===== src/hdl/vfra_pkg.sv =====
// Package for the variable frame ring allocator: shared types, widths and codes.
// Used by every module of the block and by the checker; no dependencies.
`default_nettype none
package vfra_pkg;

  // Internal offset arithmetic width: holds need plus guard for any 18-bit request.
  localparam int AW    = 21;
  localparam int LEN_W = 19;

  localparam logic [2:0] ACT_ALLOC   = 3'd0;
  localparam logic [2:0] ACT_DONE    = 3'd1;
  localparam logic [2:0] ACT_RECLAIM = 3'd2;
  localparam logic [2:0] ACT_TAIL    = 3'd3;
  localparam logic [2:0] ACT_UNDO    = 3'd4;

  localparam logic [1:0] ST_OK      = 2'd0;
  localparam logic [1:0] ST_TOO_BIG = 2'd1;
  localparam logic [1:0] ST_NO_ROOM = 2'd2;
  localparam logic [1:0] ST_BAD_HDR = 2'd3;

  typedef struct packed {
    logic             valid;
    logic             done;
    logic [LEN_W-1:0] len;
  } hdr_word_t;

  typedef struct packed {
    logic          we;
    logic [AW-1:0] idx;
    hdr_word_t     wdata;
  } hdr_req_t;

  function automatic logic [AW-1:0] free_f(input logic [AW-1:0] head,
                                          input logic [AW-1:0] tail,
                                          input logic [AW-1:0] arena);
    free_f = (head >= tail) ? (arena - (head - tail)) : (tail - head);
  endfunction

endpackage
`default_nettype wire


===== src/hdl/vfra_mod.sv =====
// Iterative remainder unit: one restoring subtract step per cycle.
// Used for tail wrap and undo mark reduction. Depends on vfra_pkg.
`default_nettype none
module vfra_mod (
  input  wire                       clk,
  input  wire                       rst_n,
  input  wire                       start,
  input  wire  [vfra_pkg::AW-1:0]   num,
  input  wire  [vfra_pkg::AW-1:0]   den,
  output logic                      done,
  output logic [vfra_pkg::AW-1:0]   rem
);

  localparam int AW = vfra_pkg::AW;
  localparam int KW = $clog2(AW);

  logic [AW-1:0]   rem_r, rem_nxt;
  logic [AW-1:0]   den_r, den_nxt;
  logic [KW-1:0]   k_r, k_nxt;
  logic            busy_r, busy_nxt;
  logic            done_r, done_nxt;
  logic [2*AW-1:0] dsh;

  always_comb begin
    rem_nxt  = rem_r;
    den_nxt  = den_r;
    k_nxt    = k_r;
    busy_nxt = busy_r;
    done_nxt = 1'b0;
    dsh      = {{AW{1'b0}}, den_r} << k_r;
    if (start) begin
      rem_nxt  = num;
      den_nxt  = den;
      k_nxt    = KW'(AW - 1);
      busy_nxt = 1'b1;
    end else if (busy_r) begin
      // subtract the shifted divisor where it fits
      if ({{AW{1'b0}}, rem_r} >= dsh) begin
        rem_nxt = rem_r - dsh[AW-1:0];
      end
      if (k_r == '0) begin
        busy_nxt = 1'b0;
        done_nxt = 1'b1;
      end else begin
        k_nxt = k_r - 1'b1;
      end
    end
  end

  always_ff @(posedge clk) begin
    if (!rst_n) begin
      busy_r <= 1'b0;
      done_r <= 1'b0;
    end else begin
      busy_r <= busy_nxt;
      done_r <= done_nxt;
    end
    rem_r <= rem_nxt;
    den_r <= den_nxt;
    k_r   <= k_nxt;
  end

  assign done = done_r;
  assign rem  = rem_r;

endmodule
`default_nettype wire


===== config.mk =====
export PLATFORM = sky130hd
export DESIGN_NAME = vfra_mod
export DESIGN_NICKNAME = d
export VERILOG_FILES = /design/src/hdl/vfra_pkg.sv /design/src/hdl/vfra_mod.sv
export SDC_FILE = /design/constraint.sdc
export NUM_CORES = 1
export LEC_CHECK = 0
export CAP_MARGIN = 20
export CORE_ASPECT_RATIO = 0.9
export CORE_MARGIN = 2
export CORE_UTILIZATION = 50
export DETAILED_ROUTE_END_ITERATION = 8
export DONT_BUFFER_PORTS = 1
export MAX_ROUTING_LAYER = met4
export PLACE_DENSITY = 0.66
export SKIP_LAST_GASP = 1
export SYNTH_ARGS = -nofsm -noshare
export SYNTH_HDL_FRONTEND = slang
export SYNTH_SLANG_ARGS = --single-unit

===== constraint.sdc =====
create_clock -name clk -period 4.7 [get_ports clk]
set_input_delay 1.41 -clock clk [delete_from_list [all_inputs] [get_ports clk]]
set_output_delay 1.41 -clock clk [all_outputs]
set_load 0.05 [all_outputs]

==> run_results.csv, run 1 <==
group,metric,value,unit
run_status,status,"finished clean",
routing,vias_per_cell,6.631,
worst_setup_path,crit_chain,"inv_2 -> mux2_2 -> nand2_1 -> o21ai_0 -> a21oi_1 -> ha_1 -> a21o_1 -> a21o_1 -> a21o_1 -> or3_1 -> nand4_1 -> a221oi_2 -> a2bb2oi_2 -> buf_4",
cts,cts_setup_buffers,0,
worst_setup_path,setup.worst_path.class,"flop to flop",
logic_synthesis,syn_area,4220,sq um
cts,clock_latency,0.32,ns
layout,final_common_cell,"nand2_1",
die,row_count,31,
worst_setup_path,cp_common_cell,"a21o_1",
routing,dr.pass1.iters,5,
sta,min_period_over_period,89.47,%
worst_setup_path,slowest_delay,0.99,ns
die,core,8107,sq um
sta,grt_setup_unrepaired,"false",
worst_setup_path,r2r_cells,14,
logic_synthesis,synth_cell_types,66,
sta,period_minus_slack,4.205,ns
power_and_ir_drop,p_leak,1.610,nW
sta,fin_tns_setup,0,ns
cts,clock_sinks,49,
die,pin_count,67,
layout,layout_common_cells,"53 x nand2_1, 42 x edfxtp_1, 35 x nor2_1, 30 x o21ai_0, 26 x a21oi_1",
routing,ant_nets,0,
routing,wl,10530,um
cts,path_clk_slew,0.11,ns
power_and_ir_drop,pwr_density_cell,351.0,nW/um^2
grt,grt_pass1_wl,17100,um
grt,grt.total_usage,24.05,%
layout,nNetsFinal,491,
routing,vias,3468,
layout,multiInputGateArea,2659,sq um
cts,clk_path_buf_depth,2,
worst_setup_path,r2r-start,"k_r[1]",
logic_synthesis,ys_ff_latch,49,
logic_synthesis,yosys.area_share.simple,16.90,%
sta,hold_viol,0,
cts,cts.repair.resized,0,
worst_hold_path,hold_class,"flop to flop",
sta,maxSlewViolCount,0,
die,initial_core_util,52.06,%
logic_synthesis,synth_area_per_cell,9.769,sq um
logic_synthesis,synthMuxAreaShare,18.77,%
logic_synthesis,syn_nets,500,
logic_synthesis,synthFlopType,"edfxtp_1",
routing,drc,0,
place,port_buffers,0,
cts,hold_buffers,0,
worst_setup_path,crit_arrival,4.26,ns
cts,h-tree-depth,2,
logic_synthesis,synthCells,432,
grt,grt_overflow_total,0,
worst_setup_path,cp.required,4.76,ns
place,dp_hpwl,7728,um
die,die_area,9193,sq um
logic_synthesis,synth_area_leaders,"edfxtp_1 30%, mux4_2 9.6%, ha_1 6.5%",
worst_setup_path,r2r_slack,0.49,ns
cts,cts.root.buffer_cell,"clkbuf_8",
logic_synthesis,seq_area_frac_synth,33.20,%
power_and_ir_drop,peakVddDrop,157.6,uV
logic_synthesis,yosysWarnings,0,
routing,wl_per_cell,20.14,um
sta,clock_skew,0.005690,ns
sta,worst_slew_pin_slew,0.9874,ns
logic_synthesis,synth_top_family_by_area,"multiplexers",
layout,area_growth,3.765,%
grt,grt_max_degree,69,
layout,regArea,1401,sq um
logic_synthesis,synthArstFlopShare,0,%
logic_synthesis,synth_fa_ha_area_share,6.997,%
sta,max-slew-margin-rel,34.08,%
power_and_ir_drop,fin_total_pwr,1.537,mW
die,die_h,91.16,um
logic_synthesis,synth_top_area_share,29.88,%
worst_setup_path,critPathLaunchType,"flop",
worst_setup_path,cp_slowest_cell,"dfxtp_1",
sta,finalSetupViolCount,0,
logic_synthesis,synth_xor_area_share,2.490,%
worst_setup_path,reg2reg_to,"rem[0]",
layout,drive_above_1_share,10.61,%
grt,grt_pass1_vias,3404,
die,chipWidth,100.8,um
worst_hold_path,holdPathStages,2,
worst_hold_path,min-delay-start,"busy_r",
flow_run,maxCapViolCount,0,
logic_synthesis,synth_top_cell_by_area,"edfxtp_1",
sta,fmax,237.8,MHz
layout,num-fill-cells,745,
cts,tritoncts,"built",
logic_synthesis,synth_edf_count,42,
logic_synthesis,synth_compound_area_share,17.85,%
worst_hold_path,hold_path_end,"done",
grt,antenna_found_initial,0,
cts,numCtsBuffers,5,
worst_setup_path,end_kind,"flop",
worst_setup_path,crit_path_max_fanout,22,
routing,drt_iter0_markers,328,
layout,diodes,0,
place,gp_congestion,0.9494,
-- where the power goes --
part | switching [mW] | internal, mW
Clock | 0.171 | 0.112
Sequential | 0.158 | 0.536
Combinational | 0.308 | 0.252
Total | 0.637 | 0.900
-- flip-flops by register name, indices dropped and copies added, names as in the netlist --
| register | count |
|---|---|
| busy_r | 1 |
| k_r | 5 |
| den_r | 21 |
| done | 1 |
| rem | 21 |
-- Yosys cell counts, drive strengths merged (3+ instances only) --
cell    instances
buf             8
o31ai           3
mux4           22
or2             5
nand3b          5
a21oi          26
o22ai           3
nor4            5
nand4           4
nor2           35
inv            13
ha             22
edfxtp         42
a31oi           5
and2            4
a211o           3
o211ai          6
nand3           7
nor2b           5
nand2b          8
a21o            9
mux2            9
xnor2           6
clkbuf         14
a311oi          4
mux2i          18
nand2          53
a211oi          6
o21ai          32
dfxtp           7
and3            7
nor3            5
xor2            6
-- cell families (layout without fill, tap and decap cells) --
kind of cell | after synthesis | count (layout)
AND/OR/NAND/NOR | 149 | 149
AO/OA/AOI/OAI | 114 | 114
multiplexers | 49 | 49
flip-flops | 49 | 49
buffers and inverters | 36 | 28
adder cells (fa/ha/maj) | 23 | 23
XOR/XNOR | 12 | 12
-- how the worst max path moves through the flow --
stage / endpoint / slack, ns / depth (start not counted) / from
2_1_floorplan: rem[0] / 0.87 / 14 / k_r[2]
3_3_place_gp: rem[0] / 0.59 / 14 / k_r[1]
6_report: rem[0] / 0.49 / 14 / k_r[1]
5_1_grt: rem[1] / 0.21 / 14 / k_r[1]
4_1_cts: rem[11] / 0.50 / 14 / k_r[1]
3_5_place_dp: rem[0] / 0.53 / 14 / k_r[1]
-- area by class of cell --
cell class	count	share of cell area [%]
clock inverter	3	0.6571
tap	99	2.829
clock buffer	5	1.571
timing repair buffer	6	1.029
multi-input combinational	347	60.71
sequential	49	32.00
inverter	14	1.200
-- through the flow --
step                area, sq um  utilization [%]  setup slack (ns)  instances  hold slack, ns
floorplan                  4220                -            0.8681        432          0.4742
global placement           4282            52.82            0.5870        515          0.5521
detailed placement         4282            52.82            0.5288        515          0.5552
CTS                        4379            54.02            0.5009        523          0.5805
global route               4379            54.02            0.2074        523          0.6143
finish                     4379            54.02            0.4947        523          0.5962
-- worst max-delay path, delay by kind of cell (launching register included) --
kind | cells | cell delay (ns)
multiplexers | 1 | 0.39
adder cells (fa/ha/maj) | 1 | 0.33
flip-flops | 1 | 0.99
AND/OR/NAND/NOR | 3 | 0.54
AO/OA/AOI/OAI | 7 | 1.13
buffers and inverters | 2 | 0.54
-- per-layer routing --
metal	wire (um)	track usage (%)	vias up	part of all wire, %
li1	-	-	1640	-
met1	4849	34.23	1684	46
met2	4941	36.17	135	47
met3	664	4.542	9	6.3
met4	75	4.680	0	0.71
met5	0	-	-	0
Note: power is estimated with default switching activity, not from simulation.
==> run 2, diff against run 1 <==
--- a/config.mk
+++ b/config.mk
@@ -8,11 +8,10 @@
 export CAP_MARGIN = 20
 export CORE_ASPECT_RATIO = 0.9
 export CORE_MARGIN = 2
-export CORE_UTILIZATION = 50
+export CORE_UTILIZATION = 55
 export DETAILED_ROUTE_END_ITERATION = 8
 export DONT_BUFFER_PORTS = 1
-export MAX_ROUTING_LAYER = met4
-export PLACE_DENSITY = 0.66
+export PLACE_DENSITY = 0.71
 export SKIP_LAST_GASP = 1
 export SYNTH_ARGS = -nofsm -noshare
 export SYNTH_HDL_FRONTEND = slang
==> run 2 against run 1 <==
Routed wire length shrank 0.94%. Highest routed layer unchanged. Critical path depth is the same. Clock power grew 3%. Sequential cell count is the same. Sequential share of layout area shrank 0.12 points. Critical path type unchanged.
==> run_results.csv, run 2 (synthesis results as in run 1) <==
group,metric,value,unit
die,die_area,8391,sq um
power_and_ir_drop,p_leak,1.619,nW
cts,hold_buffers,0,
routing,ant_nets,0,
grt,grt_pass1_wl,16690,um
worst_setup_path,cp_slowest_cell,"dfxtp_1",
die,die_h,87.10,um
worst_setup_path,crit_path_max_fanout,18,
worst_setup_path,end_kind,"flop",
cts,h-tree-depth,2,
cts,tritoncts,"built",
cts,cts.root.buffer_cell,"clkbuf_8",
layout,num-fill-cells,681,
routing,dr.pass1.iters,5,
die,pin_count,67,
routing,vias_per_cell,6.716,
worst_setup_path,critPathLaunchType,"flop",
power_and_ir_drop,peakVddDrop,162.8,uV
place,dp_hpwl,7743,um
routing,vias,3499,
sta,fmax,228.1,MHz
grt,grt_overflow_total,0,
layout,nNetsFinal,492,
place,port_buffers,0,
sta,grt_setup_unrepaired,"false",
worst_setup_path,cp.required,4.80,ns
worst_setup_path,crit_arrival,4.48,ns
die,row_count,30,
layout,drive_above_1_share,10.82,%
layout,post-route-util,58.55,%
worst_setup_path,slowest_delay,0.84,ns
place,gp_congestion,0.9282,
routing,wl_per_cell,20.02,um
grt,grt_max_degree,69,
worst_setup_path,cp_common_cell,"a21o_1",
run_status,status,"finished clean",
die,core,7507,sq um
routing,drc,0,
power_and_ir_drop,fin_total_pwr,1.548,mW
die,initial_core_util,56.22,%
sta,fin_tns_setup,0,ns
power_and_ir_drop,pwr_density_cell,352.3,nW/um^2
layout,final_common_cell,"nand2_1",
sta,period_minus_slack,4.384,ns
sta,min_period_over_period,93.28,%
sta,worst_slew_pin_slew,0.8200,ns
sta,hold_viol,0,
layout,area_growth,4.151,%
routing,wl,10430,um
sta,finalSetupViolCount,0,
sta,maxSlewViolCount,0,
cts,clock_latency,0.33,ns
layout,final_area,4395,sq um
cts,cts.repair.resized,0,
grt,grt.total_usage,26.03,%
layout,diodes,0,
cts,path_clk_slew,0.11,ns
layout,layout_common_cells,"53 x nand2_1, 42 x edfxtp_1, 35 x nor2_1, 30 x o21ai_0, 26 x a21oi_1",
worst_hold_path,hold_class,"flop to flop",
die,chipWidth,96.34,um
grt,antenna_found_initial,0,
worst_setup_path,setup.worst_path.class,"flop to flop",
cts,cts_setup_buffers,0,
worst_setup_path,crit_chain,"mux4_1 -> mux2_2 -> nand2_1 -> o21ai_0 -> a21oi_1 -> ha_1 -> a21o_1 -> a21o_1 -> a21o_1 -> or3_1 -> nand4_1 -> a221oi_2 -> a2bb2oi_2 -> buf_12",
sta,max-slew-margin-rel,45.26,%
flow_run,maxCapViolCount,0,
grt,grt_pass1_vias,3249,
routing,drt_iter0_markers,271,
cts,clk_path_buf_depth,2,
place,place_area,4298,sq um
cts,clock_sinks,49,
cts,numCtsBuffers,5,
sta,clock_skew,0.005505,ns
[run 2: cell count changes in the layout (fill, tap and decap cells not counted)]
cell	before	now
buf_12	0	1
[run 2: routing by layer]
| layer | up-vias | wire (um) | global-route usage [%] |
|---|---|---|---|
| met3 | 17 | 855 | 6.494 |
| met4 | 0 | 151 | 7.298 |
| met2 | 165 | 4779 | 39.33 |
| met5 | - | 0 | 0 |
| met1 | 1675 | 4646 | 37.35 |
| li1 | 1642 | - | - |
[run 2: where the power goes]
part           internal, mW  total, mW  switching (mW)  leakage (nW)
Clock                 0.112      0.292           0.180        0.0506
Sequential            0.536      0.695           0.159         0.469
Combinational         0.253      0.562           0.309          1.10
[run 2: final cells by class]
cell class	instances	area (sq um)	area share, %
tap	96	120.1	2.733
multi-input combinational	347	2659	60.49
clock buffer	5	68.82	1.566
inverter	14	52.55	1.196
clock inverter	3	28.78	0.6547
timing repair buffer	7	65.06	1.480
sequential	49	1401	31.88
[run 2: stage by stage]
stage	hold slack, ns	setup slack [ns]	cells
after global placement	0.5500	0.4238	513
final	0.5885	0.3158	521
after detailed placement	0.5516	0.3953	513
after global routing	0.6228	0.09702	521
after floorplan	0.4742	0.8681	432
after CTS	0.5771	0.3590	521
[run 2: critical path: cells and delay by family (launching register included)]
family                   cells  cell delay (ns)
flip-flops                   1             0.84
multiplexers                 2             0.99
AO/OA/AOI/OAI                7             1.21
AND/OR/NAND/NOR              3             0.56
buffers and inverters        1             0.21
adder cells (fa/ha/maj)      1             0.33
[run 2: final timing paths]
check,end,slack [ns],cells after the start,startpoint
worst max-delay path,rem[0],0.32,14,k_r[2]
worst min-delay path,done,0.59,2,busy_r
worst max register to register,rem[0],0.32,14,k_r[2]
worst min register to register,done,0.59,2,busy_r
==> run 3, diff against run 2 <==
--- a/config.mk
+++ b/config.mk
@@ -11,7 +11,7 @@
 export CORE_UTILIZATION = 55
 export DETAILED_ROUTE_END_ITERATION = 8
 export DONT_BUFFER_PORTS = 1
-export PLACE_DENSITY = 0.71
+export PLACE_DENSITY = 0.68
 export SKIP_LAST_GASP = 1
 export SYNTH_ARGS = -nofsm -noshare
 export SYNTH_HDL_FRONTEND = slang
==> run 3 against run 2 <==
Cell count up 0.58%. Sequential cell count unchanged. Worst setup slack better by 0.21 ns. Critical path depth unchanged. Clock skew up 0.00087 ns. First-iteration DRC count up 41%. Count of clock-buffer cells in the layout unchanged. Sequential share of layout area down 0.21 points.
==> run_results.csv, run 3 (synthesis results as in run 1) <==
group,metric,value,unit
cts,cts.root.buffer_cell,"clkbuf_8",
layout,diodes,0,
power_and_ir_drop,fin_total_pwr,1.583,mW
die,pin_count,67,
sta,maxSlewViolCount,0,
power_and_ir_drop,clockPowerShare,20.7,%
grt,grt_pass1_wl,16490,um
power_and_ir_drop,seqPwrFrac,43.8,%
sta,finalSetupViolCount,0,
power_and_ir_drop,sw_frac_of_total,39.74,%
layout,drive_above_1_share,11.45,%
layout,area_growth,4.832,%
routing,vias,3492,
worst_setup_path,crit_arrival,4.24,ns
sta,worst_slew_pin_slew,0.9143,ns
cts,clock_sinks,49,
worst_setup_path,end_kind,"flop",
power_and_ir_drop,peakVddDrop,203.5,uV
power_and_ir_drop,p_int,0.9540,mW
grt,grt_pass1_vias,3287,
sta,fmax,239.6,MHz
die,row_count,30,
place,port_buffers,0,
worst_setup_path,crit_path_max_fanout,15,
die,die_h,87.10,um
sta,fin_tns_setup,0,ns
cts,path_clk_slew,0.10,ns
grt,grt.total_usage,25.65,%
worst_hold_path,hold_class,"flop to flop",
power_and_ir_drop,p_leak,1.638,nW
worst_hold_path,holdPathStages,2,
layout,num-fill-cells,685,
routing,vias_per_cell,6.664,
cts,clock_latency,0.32,ns
power_and_ir_drop,p_switching,0.6290,mW
layout,post-route-util,58.93,%
worst_setup_path,cp.required,4.77,ns
flow_run,maxCapViolCount,0,
grt,grt_max_degree,69,
worst_setup_path,cp_common_cell,"a21o_1",
worst_setup_path,cp_slowest_cell,"dfxtp_1",
place,dp_cells,516,
routing,drt_iter0_markers,381,
place,dp_hpwl,7812,um
grt,grt_overflow_total,0,
power_and_ir_drop,p_comb_share,35.5,%
sta,min_period_over_period,88.80,%
cts,hold_buffers,0,
grt,antenna_found_initial,0,
routing,wl_per_cell,19.78,um
power_and_ir_drop,pwr_density_cell,357.8,nW/um^2
die,initial_core_util,56.22,%
worst_setup_path,critPathLaunchType,"flop",
cts,tritoncts,"built",
sta,hold_slack,0.5943,ns
sta,period_minus_slack,4.174,ns
sta,clock_skew,0.006371,ns
run_status,status,"finished clean",
layout,layout_common_cells,"53 x nand2_1, 42 x edfxtp_1, 35 x nor2_1, 30 x o21ai_0, 26 x a21oi_1",
place,gp_congestion,0.8592,
die,die_area,8391,sq um
cts,cts.repair.resized,0,
routing,dr.pass1.iters,6,
routing,ant_nets,0,
layout,finalNonFillerCells,524,
worst_setup_path,crit_chain,"buf_4 -> mux4_2 -> mux2i_1 -> o21ai_0 -> a21oi_1 -> ha_1 -> a21o_1 -> a21o_1 -> a21o_1 -> or3_1 -> nand4_1 -> a221oi_2 -> a2bb2oi_2 -> buf_4",
routing,drc,0,
layout,nNetsFinal,495,
sta,grt_setup_unrepaired,"false",
layout,final_common_cell,"nand2_1",
cts,cts_setup_buffers,0,
layout,multiInputGateArea,2659,sq um
worst_setup_path,r2r_cells,14,
cts,numCtsBuffers,5,
die,chipWidth,96.34,um
sta,hold_viol,0,
worst_setup_path,setup.worst_path.class,"flop to flop",
worst_setup_path,slowest_delay,0.58,ns
cts,h-tree-depth,2,
sta,max-slew-margin-rel,38.96,%
layout,regArea,1401,sq um
cts,clk_path_buf_depth,2,
die,core,7507,sq um
routing,wl,10370,um
-- run 3: worst max-delay path: cells and delay by family, from the launching register on --
| kind | cells | cell delay [ns] |
|---|---|---|
| AOI/OAI and AO/OA | 7 | 1.20 |
| adders and majority gates | 1 | 0.32 |
| buffers and inverters | 2 | 0.53 |
| DFF | 1 | 0.58 |
| muxes | 2 | 0.83 |
| and+or+nand+nor | 2 | 0.48 |
-- run 3: worst paths after layout --
kind,startpoint,to,slack (ns)
worst max register to register,k_r[2],rem[2],0.53
worst max-delay path,k_r[2],rem[2],0.53
worst min register to register,busy_r,done,0.59
worst min-delay path,busy_r,done,0.59
-- run 3: layout make-up --
class | instances | area share, %
multi-input cells | 347 | 60.10
flip-flops and latches | 49 | 31.67
well taps | 96 | 2.715
repair buffers | 10 | 1.697
clock buffers | 5 | 1.555
inverters | 14 | 1.188
clock inverters | 3 | 1.075
-- run 3: metal layers --
metal  GRT usage [%]  wire length (um)  share of wire (%)
met1           37.77              4801                 46
met4           6.530               153                1.5
met2           38.89              4707                 45
met5               0                 0                  0
met3           5.108               702                6.8
-- run 3: power groups by stage --
stage | logic [mW] | clock network (mW) | registers, mW
4_1_cts | 0.554 | 0.334 | 0.695
5_1_grt | 0.618 | 0.347 | 0.703
6_report | 0.562 | 0.327 | 0.694
3_5_place_dp | 0.550 | 0 | 0.704
2_1_floorplan | 0.459 | 0 | 0.670
3_3_place_gp | 0.541 | 0 | 0.703
-- run 3: per-stage QoR --
step	worst slack [ns]	area [sq um]
2_1_floorplan	0.8681	4220
3_3_place_gp	0.5865	4308
3_5_place_dp	0.5739	4308
4_1_cts	0.5438	4424
5_1_grt	0.2428	4424
6_report	0.5264	4424
